===== src/sv/tpp_pkg.sv =====
// shared constants, codes and saturating helpers for the trapezoidal position profiler
package tpp_pkg;

   // word format, signed q8.24
   localparam int WORD_WIDTH    = 32;
   localparam int FRACTION_BITS = 24;
   localparam int REG_WIDTH     = WORD_WIDTH - 1;
   localparam int PROD_WIDTH    = 2 * WORD_WIDTH;

   // elapsed time after clamping fits in this many bits
   localparam int DT_WIDTH      = 20;
   // a*dt and |v|*dt after the fraction shift fit in this many bits
   localparam int STEP_WIDTH    = 27;
   localparam int STEP_TOP      = FRACTION_BITS + STEP_WIDTH - 1;
   localparam int STEP_COUNT_WIDTH = 7;

   localparam logic [DT_WIDTH-1:0]   DT_MAX      = DT_WIDTH'(838861);
   localparam logic [WORD_WIDTH-1:0] SNAP_LIMIT  = WORD_WIDTH'(838861);
   localparam logic [WORD_WIDTH-1:0] HOME_STEP   = WORD_WIDTH'(83886);
   localparam logic [REG_WIDTH-1:0]  ACCEL_EPS   = REG_WIDTH'(17);
   localparam logic [STEP_COUNT_WIDTH-1:0] HOME_STEP_LIMIT = STEP_COUNT_WIDTH'(100);

   localparam logic [REG_WIDTH-1:0]  ACCEL_RESET     = REG_WIDTH'(16777216);
   localparam logic [REG_WIDTH-1:0]  MAX_SPEED_RESET = REG_WIDTH'(8388608);

   localparam logic [WORD_WIDTH-1:0] SMAX = {1'b0, {(WORD_WIDTH-1){1'b1}}};
   localparam logic [WORD_WIDTH-1:0] SMIN = {1'b1, {(WORD_WIDTH-1){1'b0}}};

   // register indexes on the csr port
   localparam int CSR_INDEX_WIDTH = 2;
   localparam logic [CSR_INDEX_WIDTH-1:0] CSR_ACCELERATION = 2'd0;
   localparam logic [CSR_INDEX_WIDTH-1:0] CSR_MAX_SPEED    = 2'd1;

   // request commands
   localparam logic CMD_TICK = 1'b0;
   localparam logic CMD_HOME = 1'b1;

   typedef struct packed {
      logic [WORD_WIDTH-1:0] op_a;
      logic [WORD_WIDTH-1:0] op_b;
   } tpp_mul_req_type;

   function automatic logic [WORD_WIDTH-1:0] sat_add(input logic [WORD_WIDTH-1:0] a,
                                                     input logic [WORD_WIDTH-1:0] b);
      logic [WORD_WIDTH:0] sum;
      sum = {a[WORD_WIDTH-1], a} + {b[WORD_WIDTH-1], b};
      if (sum[WORD_WIDTH] != sum[WORD_WIDTH-1]) begin
         sat_add = sum[WORD_WIDTH] ? SMIN : SMAX;
      end else begin
         sat_add = sum[WORD_WIDTH-1:0];
      end
   endfunction

   function automatic logic [WORD_WIDTH-1:0] sat_sub(input logic [WORD_WIDTH-1:0] a,
                                                     input logic [WORD_WIDTH-1:0] b);
      logic [WORD_WIDTH:0] diff;
      diff = {a[WORD_WIDTH-1], a} - {b[WORD_WIDTH-1], b};
      if (diff[WORD_WIDTH] != diff[WORD_WIDTH-1]) begin
         sat_sub = diff[WORD_WIDTH] ? SMIN : SMAX;
      end else begin
         sat_sub = diff[WORD_WIDTH-1:0];
      end
   endfunction

   // unsigned magnitude of a signed word, the most negative value maps to 2^(w-1)
   function automatic logic [WORD_WIDTH-1:0] magnitude(input logic [WORD_WIDTH-1:0] a);
      magnitude = a[WORD_WIDTH-1] ? (~a + 1'b1) : a;
   endfunction

endpackage


===== src/sv/tpp_mul.sv =====
// shared unsigned multiplier with registered product
module tpp_mul (
   input  logic                          clock,
   input  tpp_pkg::tpp_mul_req_type      mul_req,
   output logic [tpp_pkg::PROD_WIDTH-1:0] product
);
   import tpp_pkg::*;

   logic [PROD_WIDTH-1:0] product_ff;
   logic [PROD_WIDTH-1:0] product_in;

   assign product_in = PROD_WIDTH'(mul_req.op_a) * PROD_WIDTH'(mul_req.op_b);

   always_ff @(posedge clock) begin
      product_ff <= product_in;
   end

   assign product = product_ff;

endmodule


===== src/sv/trapezoidal_position_profiler_top.sv =====
// trapezoidal position profiler with homing sequence, top level
// a profile tick makes four passes through the one shared 32x32 multiplier, then updates velocity
// and position; a homing tick makes one homing step and a home command goes straight to the response
// register; the next request is taken in the cycle after the response is loaded
// reset (synchronous, active high) clears position, velocity, homing state and the response valid flag,
// and loads acceleration 1.0 and max speed 0.5
module trapezoidal_position_profiler_top (
   input  logic                              clock,
   input  logic                              reset,
   // request channel
   input  logic                              req_valid,
   output logic                              req_ready,
   input  logic                              req_command,
   input  logic [tpp_pkg::REG_WIDTH-1:0]     req_elapsed_time,
   input  logic signed [tpp_pkg::WORD_WIDTH-1:0] req_target_position,
   input  logic signed [tpp_pkg::WORD_WIDTH-1:0] req_measured_position,
   input  logic                              req_reverse_limit,
   // response channel
   output logic                              rsp_valid,
   input  logic                              rsp_ready,
   output logic signed [tpp_pkg::WORD_WIDTH-1:0] rsp_commanded_position,
   output logic signed [tpp_pkg::WORD_WIDTH-1:0] rsp_profile_velocity,
   output logic                              rsp_homing_active,
   output logic                              rsp_sensor_reset,
   // register write channel
   input  logic                              csr_valid,
   output logic                              csr_ready,
   input  logic [tpp_pkg::CSR_INDEX_WIDTH-1:0] csr_index,
   input  logic [tpp_pkg::REG_WIDTH-1:0]     csr_data
);
   import tpp_pkg::*;

   // one-hot sequencer states
   typedef enum logic [9:0] {
      ST_IDLE   = 10'b0000000001,
      ST_HOME   = 10'b0000000010,
      ST_AD     = 10'b0000000100,   // issue a*dt
      ST_AE     = 10'b0000001000,   // take a*dt, issue a*|e|
      ST_SS     = 10'b0000010000,   // take a*|e|, issue s*s
      ST_CMP    = 10'b0000100000,   // stopping test
      ST_VEL    = 10'b0001000000,   // next velocity
      ST_PV     = 10'b0010000000,   // issue |v|*dt
      ST_POS    = 10'b0100000000,   // integrate position
      ST_FINISH = 10'b1000000000    // hand over to the response register
   } tpp_state_type;

   tpp_state_type state_ff, state_in;

   // configuration registers
   logic [REG_WIDTH-1:0] accel_ff, accel_in;
   logic [REG_WIDTH-1:0] max_speed_ff, max_speed_in;

   // architectural state
   logic [WORD_WIDTH-1:0] setpoint_ff, setpoint_in;
   logic [WORD_WIDTH-1:0] velocity_ff, velocity_in;
   logic                  homing_ff, homing_in;
   logic [STEP_COUNT_WIDTH-1:0] steps_ff, steps_in;
   logic                  finished_ff, finished_in;

   // request fields held for the duration of the tick
   logic [DT_WIDTH-1:0]   dt_ff, dt_in;
   logic [WORD_WIDTH-1:0] target_ff, target_in;
   logic [WORD_WIDTH-1:0] measured_ff, measured_in;
   logic                  limit_ff, limit_in;

   // intermediate results between multiplier passes
   logic [WORD_WIDTH-1:0] error_ff, error_in;
   logic [STEP_WIDTH-1:0] ad_ff, ad_in;
   logic [PROD_WIDTH-2:0] pe_ff, pe_in;
   logic                  stop_ff, stop_in;

   // response register
   logic                  rsp_valid_ff, rsp_valid_in;
   logic [WORD_WIDTH-1:0] rsp_pos_ff, rsp_pos_in;
   logic [WORD_WIDTH-1:0] rsp_vel_ff, rsp_vel_in;
   logic                  rsp_homing_ff, rsp_homing_in;
   logic                  rsp_sreset_ff, rsp_sreset_in;

   tpp_mul_req_type       mul_req;
   logic [PROD_WIDTH-1:0] product;

   logic                  req_fire;
   logic                  rsp_load;
   logic [REG_WIDTH-1:0]  accel_eff;
   logic [WORD_WIDTH-1:0] max_v;
   logic [WORD_WIDTH-1:0] max_v_neg;
   logic [WORD_WIDTH-1:0] ad_word;
   logic [WORD_WIDTH:0]   stop_speed;
   logic [WORD_WIDTH-1:0] v_plus;
   logic [WORD_WIDTH-1:0] v_minus;
   logic [WORD_WIDTH-1:0] v_next;
   logic [STEP_WIDTH-1:0] pv_mag;
   logic [WORD_WIDTH-1:0] pv_word;
   logic [WORD_WIDTH-1:0] home_diff;
   logic [WORD_WIDTH-1:0] home_base;

   tpp_mul u_mul (
      .clock   (clock),
      .mul_req (mul_req),
      .product (product)
   );

   assign req_ready = (state_ff == ST_IDLE);
   assign req_fire  = req_valid & req_ready;
   assign csr_ready = 1'b1;

   // zero acceleration stands for one micro unit
   assign accel_eff = (accel_ff == '0) ? ACCEL_EPS : accel_ff;
   assign max_v     = {1'b0, max_speed_ff};
   assign max_v_neg = ~max_v + 1'b1;
   assign ad_word   = WORD_WIDTH'(ad_ff);

   // stopping speed |v| + a*dt stays below 2^32
   assign stop_speed = {1'b0, magnitude(velocity_ff)} + (WORD_WIDTH+1)'(ad_ff);

   assign v_plus  = sat_add(velocity_ff, ad_word);
   assign v_minus = sat_sub(velocity_ff, ad_word);

   // pick the next velocity
   always_comb begin
      if (error_ff[WORD_WIDTH-1]) begin
         // target lies ahead in the positive direction
         priority if (velocity_ff[WORD_WIDTH-1]) begin
            v_next = v_plus;
         end else if (stop_ff) begin
            v_next = v_minus;
         end else begin
            v_next = ($signed(v_plus) > $signed(max_v)) ? max_v : v_plus;
         end
      end else begin
         priority if (!velocity_ff[WORD_WIDTH-1] && (velocity_ff != '0)) begin
            v_next = v_minus;
         end else if (stop_ff) begin
            v_next = v_plus;
         end else begin
            v_next = ($signed(v_minus) < $signed(max_v_neg)) ? max_v_neg : v_minus;
         end
      end
   end

   // position step, truncated toward zero, never saturates at this width
   assign pv_mag  = product[STEP_TOP:FRACTION_BITS];
   assign pv_word = velocity_ff[WORD_WIDTH-1] ? (~WORD_WIDTH'(pv_mag) + 1'b1)
                                              : WORD_WIDTH'(pv_mag);

   // homing: snap to the sensor when too far off, then step down
   assign home_diff = sat_sub(setpoint_ff, measured_ff);
   assign home_base = (magnitude(home_diff) > SNAP_LIMIT) ? measured_ff : setpoint_ff;

   // operand selection for the shared multiplier
   always_comb begin
      mul_req = '0;
      unique case (state_ff)
         ST_AD: begin
            mul_req.op_a = WORD_WIDTH'(accel_eff);
            mul_req.op_b = WORD_WIDTH'(dt_ff);
         end
         ST_AE: begin
            mul_req.op_a = WORD_WIDTH'(accel_eff);
            mul_req.op_b = magnitude(error_ff);
         end
         ST_SS: begin
            mul_req.op_a = stop_speed[WORD_WIDTH-1:0];
            mul_req.op_b = stop_speed[WORD_WIDTH-1:0];
         end
         ST_PV: begin
            mul_req.op_a = magnitude(velocity_ff);
            mul_req.op_b = WORD_WIDTH'(dt_ff);
         end
         default: begin
            mul_req = '0;
         end
      endcase
   end

   // response register frees as soon as the current response is taken
   assign rsp_load = (state_ff == ST_FINISH) && (!rsp_valid_ff || rsp_ready);

   always_comb begin
      state_in     = state_ff;
      accel_in     = accel_ff;
      max_speed_in = max_speed_ff;
      setpoint_in  = setpoint_ff;
      velocity_in  = velocity_ff;
      homing_in    = homing_ff;
      steps_in     = steps_ff;
      finished_in  = finished_ff;
      dt_in        = dt_ff;
      target_in    = target_ff;
      measured_in  = measured_ff;
      limit_in     = limit_ff;
      error_in     = error_ff;
      ad_in        = ad_ff;
      pe_in        = pe_ff;
      stop_in      = stop_ff;

      rsp_valid_in  = rsp_valid_ff & ~rsp_ready;
      rsp_pos_in    = rsp_pos_ff;
      rsp_vel_in    = rsp_vel_ff;
      rsp_homing_in = rsp_homing_ff;
      rsp_sreset_in = rsp_sreset_ff;

      // register writes
      if (csr_valid) begin
         unique case (csr_index)
            CSR_ACCELERATION: accel_in     = csr_data;
            CSR_MAX_SPEED:    max_speed_in = csr_data;
            default: begin
               accel_in     = accel_ff;
               max_speed_in = max_speed_ff;
            end
         endcase
      end

      unique case (state_ff)
         ST_IDLE: begin
            if (req_fire) begin
               dt_in       = (req_elapsed_time > REG_WIDTH'(DT_MAX))
                             ? DT_MAX : req_elapsed_time[DT_WIDTH-1:0];
               target_in   = req_target_position;
               measured_in = req_measured_position;
               limit_in    = req_reverse_limit;
               finished_in = 1'b0;
               priority if (req_command == CMD_HOME) begin
                  homing_in = 1'b1;
                  state_in  = ST_FINISH;
               end else if (homing_ff) begin
                  state_in  = ST_HOME;
               end else begin
                  state_in  = ST_AD;
               end
            end
         end
         ST_HOME: begin
            if (limit_ff || (steps_ff > HOME_STEP_LIMIT)) begin
               setpoint_in = '0;
               velocity_in = '0;
               homing_in   = 1'b0;
               steps_in    = '0;
               finished_in = 1'b1;
            end else begin
               setpoint_in = sat_sub(home_base, HOME_STEP);
               steps_in    = steps_ff + 1'b1;
            end
            state_in = ST_FINISH;
         end
         ST_AD: begin
            error_in = sat_sub(setpoint_ff, target_ff);
            state_in = ST_AE;
         end
         ST_AE: begin
            ad_in    = product[STEP_TOP:FRACTION_BITS];
            state_in = ST_SS;
         end
         ST_SS: begin
            pe_in    = product[PROD_WIDTH-2:0];
            state_in = ST_CMP;
         end
         ST_CMP: begin
            // exact test s*s >= 2*a*|e|
            stop_in  = (product >= {pe_ff, 1'b0});
            state_in = ST_VEL;
         end
         ST_VEL: begin
            velocity_in = v_next;
            state_in    = ST_PV;
         end
         ST_PV: begin
            state_in = ST_POS;
         end
         ST_POS: begin
            setpoint_in = sat_add(setpoint_ff, pv_word);
            state_in    = ST_FINISH;
         end
         ST_FINISH: begin
            if (rsp_load) begin
               rsp_valid_in  = 1'b1;
               rsp_pos_in    = setpoint_ff;
               rsp_vel_in    = velocity_ff;
               rsp_homing_in = homing_ff;
               rsp_sreset_in = finished_ff;
               state_in      = ST_IDLE;
            end
         end
         default: begin
            state_in = ST_IDLE;
         end
      endcase
   end

   always_ff @(posedge clock) begin
      if (reset) begin
         state_ff      <= ST_IDLE;
         accel_ff      <= ACCEL_RESET;
         max_speed_ff  <= MAX_SPEED_RESET;
         setpoint_ff   <= '0;
         velocity_ff   <= '0;
         homing_ff     <= 1'b0;
         steps_ff      <= '0;
         finished_ff   <= 1'b0;
         rsp_valid_ff  <= 1'b0;
      end else begin
         state_ff      <= state_in;
         accel_ff      <= accel_in;
         max_speed_ff  <= max_speed_in;
         setpoint_ff   <= setpoint_in;
         velocity_ff   <= velocity_in;
         homing_ff     <= homing_in;
         steps_ff      <= steps_in;
         finished_ff   <= finished_in;
         rsp_valid_ff  <= rsp_valid_in;
      end
   end

   // payload registers, no reset needed
   always_ff @(posedge clock) begin
      dt_ff         <= dt_in;
      target_ff     <= target_in;
      measured_ff   <= measured_in;
      limit_ff      <= limit_in;
      error_ff      <= error_in;
      ad_ff         <= ad_in;
      pe_ff         <= pe_in;
      stop_ff       <= stop_in;
      rsp_pos_ff    <= rsp_pos_in;
      rsp_vel_ff    <= rsp_vel_in;
      rsp_homing_ff <= rsp_homing_in;
      rsp_sreset_ff <= rsp_sreset_in;
   end

   assign rsp_valid              = rsp_valid_ff;
   assign rsp_commanded_position = rsp_pos_ff;
   assign rsp_profile_velocity   = rsp_vel_ff;
   assign rsp_homing_active      = rsp_homing_ff;
   assign rsp_sensor_reset       = rsp_sreset_ff;

endmodule


===== config.mk =====
export PLATFORM = sky130hd
export DESIGN_NAME = trapezoidal_position_profiler_top
export DESIGN_NICKNAME = d
export VERILOG_FILES = /design/src/sv/tpp_pkg.sv /design/src/sv/tpp_mul.sv /design/src/sv/trapezoidal_position_profiler_top.sv
export SDC_FILE = /design/constraint.sdc
export NUM_CORES = 2
export LEC_CHECK = 0
export BUFFER_PORTS_ARGS = -buffer_cell sky130_fd_sc_hd__buf_2
export CORE_UTILIZATION = 33
export CTS_CLUSTER_SIZE = 12
export DETAILED_ROUTE_END_ITERATION = 7
export PLACE_DENSITY_LB_ADDON = 0.08
export SLEW_MARGIN = 5
export SYNTH_ARGS = -nofsm -noshare
export SYNTH_HDL_FRONTEND = slang
export SYNTH_SLANG_ARGS = --single-unit

===== constraint.sdc =====
create_clock -name clock -period 35 [get_ports clock]
set_input_delay 1.75 -clock clock [delete_from_list [all_inputs] [get_ports clock]]
set_output_delay 1.75 -clock clock [all_outputs]
set_load 0.02 [all_outputs]

==> impl_metrics.ini <==
[logic_synthesis]
synth_edf_count = 274
yosysSeqAreaShare_pct = 18.07
synth_simple_gate_area_share_pct = 16.95
muxShareOfSynthArea_pct = 0.3965
syn_area_per_cell_um2 = 8.448
synth_warnings = 0
synth_flop_cell = edfxtp_1
synth_top_cell_by_area = fa_1
synth_compound_area_share_pct = 14.03
ys_async_sr_fraction_pct = 0
yosysUniqueCellTypes = 100
yosys.area_share.adder_pct = 36.85
netlist.area_leader.share_pct = 26.25
synth_xor_xnor_area_share_pct = 4.444
syn-instance-count = 8142
ys_ff_latch = 484
synth_top_family_by_area = adder cells
synth_area_leaders = fa_1 26%, edfxtp_1 12%, ha_1 11%
syn_area_mm2 = 0.06879

[routing]
drcViolationCount = 0
postRouteAntennaNets = 0
vias = 59246
dr.pass1.iters = 7
via_per_inst = 5.350
drtIter0Drc = 4643
wl_um = 282200
wl_per_cell_um = 25.48

[finish]
syn_to_final_growth_pct = 10.01
drive_above_1_share_pct = 7.161
post-route-util_pct = 36.54
instances_no_fill = 11073
multi_input_area_mm2 = 0.05022
finalNetCount = 9843
final.fill_count = 21546
seqCellArea_mm2 = 0.01244

[die]
rows = 167
die_x_um = 458.6
core_mm2 = 0.2071
start_util_pct = 33.22
pin_count = 204
die_area_mm2 = 0.2103
fp.dieH_um = 458.6

[power]
p_clk_share_pct = 41.3
p_comb_share_pct = 20.4
ir_worst_vdd_mv = 0.03336
totalPowerFinal_mw = 1.692
p_seq_share_pct = 38.2
p_switching_mw = 0.5634
p_sw_share_pct = 33.31
p_per_area_mw_per_mm2 = 22.36
p_int_mw = 1.128
power.leakage_nw = 34.88

[place]
dp.cells = 10943
dp_hpwl_um = 222400
pre_cts_ws_ps = 20530
place.gp.congestion = 0.9468
io_buffers = 202

[sta]
slew_viol_final = 0
finalSetupTns_ps = 0
min_period_over_period_pct = 41.90
worst_pin_slew_ps = 1342
setup_viol = 0
skew_ps = 35.66
fin_ws_ps = 20330
layout_min_cycle_time_ps = 14670
finalHoldViolCount = 0
rsz0062_at_grt = false
fmax_ghz = 0.06818
slew_headroom_pct = 10.52

[critical_path]
path_common_cell = fa_1
worst-setup-path-type = reg2reg
cp.required_ps = 35620
critPathSlowestCell = a21o_1
arrival_ps = 15290
cp_slowest_stage_delay_ps = 850
endpoint_kind = register
crit_path_start_kind = register
worst-path-max-fanout = 17

[clock_tree]
clk_latency_ps = 710
htree_levels = 3
root_buffer = clkbuf_16
clkSinkCount = 484
clk_pin_slew_worst_paths_ps = 60
postCtsHoldBufs = 0
tritoncts = yes
postCtsSetupBuffers = 0
cts_buffers = 68
cts_resized = 0
clockBufferDepth = 3

[min_path]
hold_path_class = reg2reg

[grt]
gr-total-overflow = 0
antenna_found_initial = 7
grt_max_degree = 67
grt_pass1_wl_um = 415800
grt_usage_pct = 26.91
grt_pass1_vias = 60121

[run]
maxCapViolCount = 0

[outcome]
status = completed
## power groups by stage
stage / clock [mW] / sequential [mW] / combinational, mW
floorplan: 0 / 0.651 / 0.219
global placement: 0 / 0.658 / 0.341
detailed placement: 0 / 0.659 / 0.341
CTS: 0.726 / 0.647 / 0.343
global route: 0.740 / 0.648 / 0.376
finish: 0.699 / 0.647 / 0.346
## critical path: cells and delay by family (launching register included)
family | cells | cell delay, ps
buf+inv | 4 | 390
fa+ha+maj | 11 | 4480
flops | 1 | 560
compound gates | 22 | 6470
simple gates | 10 | 1910
xor+xnor | 3 | 700
## registers in the layout (all words and copies together) (netlist names), 31 cells and up
| register | cells |
|---|---|
| accel_ff | 31 |
| error_ff | 32 |
| max_speed_ff | 31 |
| measured_ff | 32 |
| pe_ff | 63 |
| rsp_commanded_position | 32 |
| rsp_profile_velocity | 32 |
| setpoint_ff | 32 |
| target_ff | 32 |
| u_mul.product | 64 |
| velocity_ff | 32 |
## through the flow
stage / area (µm²) / hold slack, ps
2_1_floorplan: 68790 / 399.5
3_3_place_gp: 73460 / 413.8
3_5_place_dp: 73470 / 415.1
4_1_cts: 75650 / 431.3
5_1_grt: 75660 / 436.4
6_report: 75670 / 429.4
## synthesized netlist by cell type, types with 44 or more instances
cell,instances
a211oi_1,60
nor2_1,772
nand4_1,63
fa_1,902
clkbuf_1,336
nor3_1,143
inv_1,1306
o31ai_1,59
nand2_1,1031
a21oi_1,490
edfxtp_1,274
o21ai_0,316
o21a_1,44
a22oi_1,59
xnor2_1,237
or3_1,49
dfxtp_1,210
a21o_1,101
ha_1,581
xor2_1,112
nand2b_1,109
and2_1,78
nand3_1,83
nor2b_1,59
## cell type report
class,instances,share of cell area [%]
Tap cell,2788,4.610
Multi-Input combinational cell,5974,66.36
Timing Repair Buffer,389,3.195
Sequential cell,484,16.43
Inverter,1308,6.495
Clock buffer,87,2.398
Antenna cell,4,0.01323
Clock inverter,39,0.4927
## path summary, 6_finish.rpt
path               startpoint           endpoint  slack [ps]  depth (start not counted)
max            velocity_ff[1]  u_mul.product[63]       20330                         50
min          u_mul.product[0]           pe_ff[0]         430                          0
max reg2reg    velocity_ff[1]  u_mul.product[63]       20330                         50
min reg2reg  u_mul.product[0]           pe_ff[0]         430                          0
## cells in the final DEF, fill, tap and decap left out, types with 209 or more instances in the layout
master	n
inv_1	1303
fa_1	902
xnor2_1	237
edfxtp_1	274
ha_1	581
nand2_1	1031
dfxtp_1	209
o21ai_0	313
a21oi_1	479
nor2_1	770
## per-layer routing
layer  part of all wire, %  routed length, µm  track usage [%]  vias up
li1                      -                  -                -    26830
met1                    45             126400            37.13    30108
met2                    45             126800            42.54     1924
met3                   6.3              17660            4.203      382
met4                   4.0              11320            9.401        2
met5                0.0046                 13                0        -
## cells by family (layout without fill, tap and decap cells)
family	count (synthesis)	in the layout
AND/OR/NAND/NOR	2592	2592
other	1	6
AO/OA/AOI/OAI	1520	1520
multiplexers	26	26
adder cells (fa/ha/maj)	1485	1485
buffers and inverters	1685	1823
XOR/XNOR	349	349
flip-flops	484	484
No activity file was read; power rests on OpenSTA's default activity.
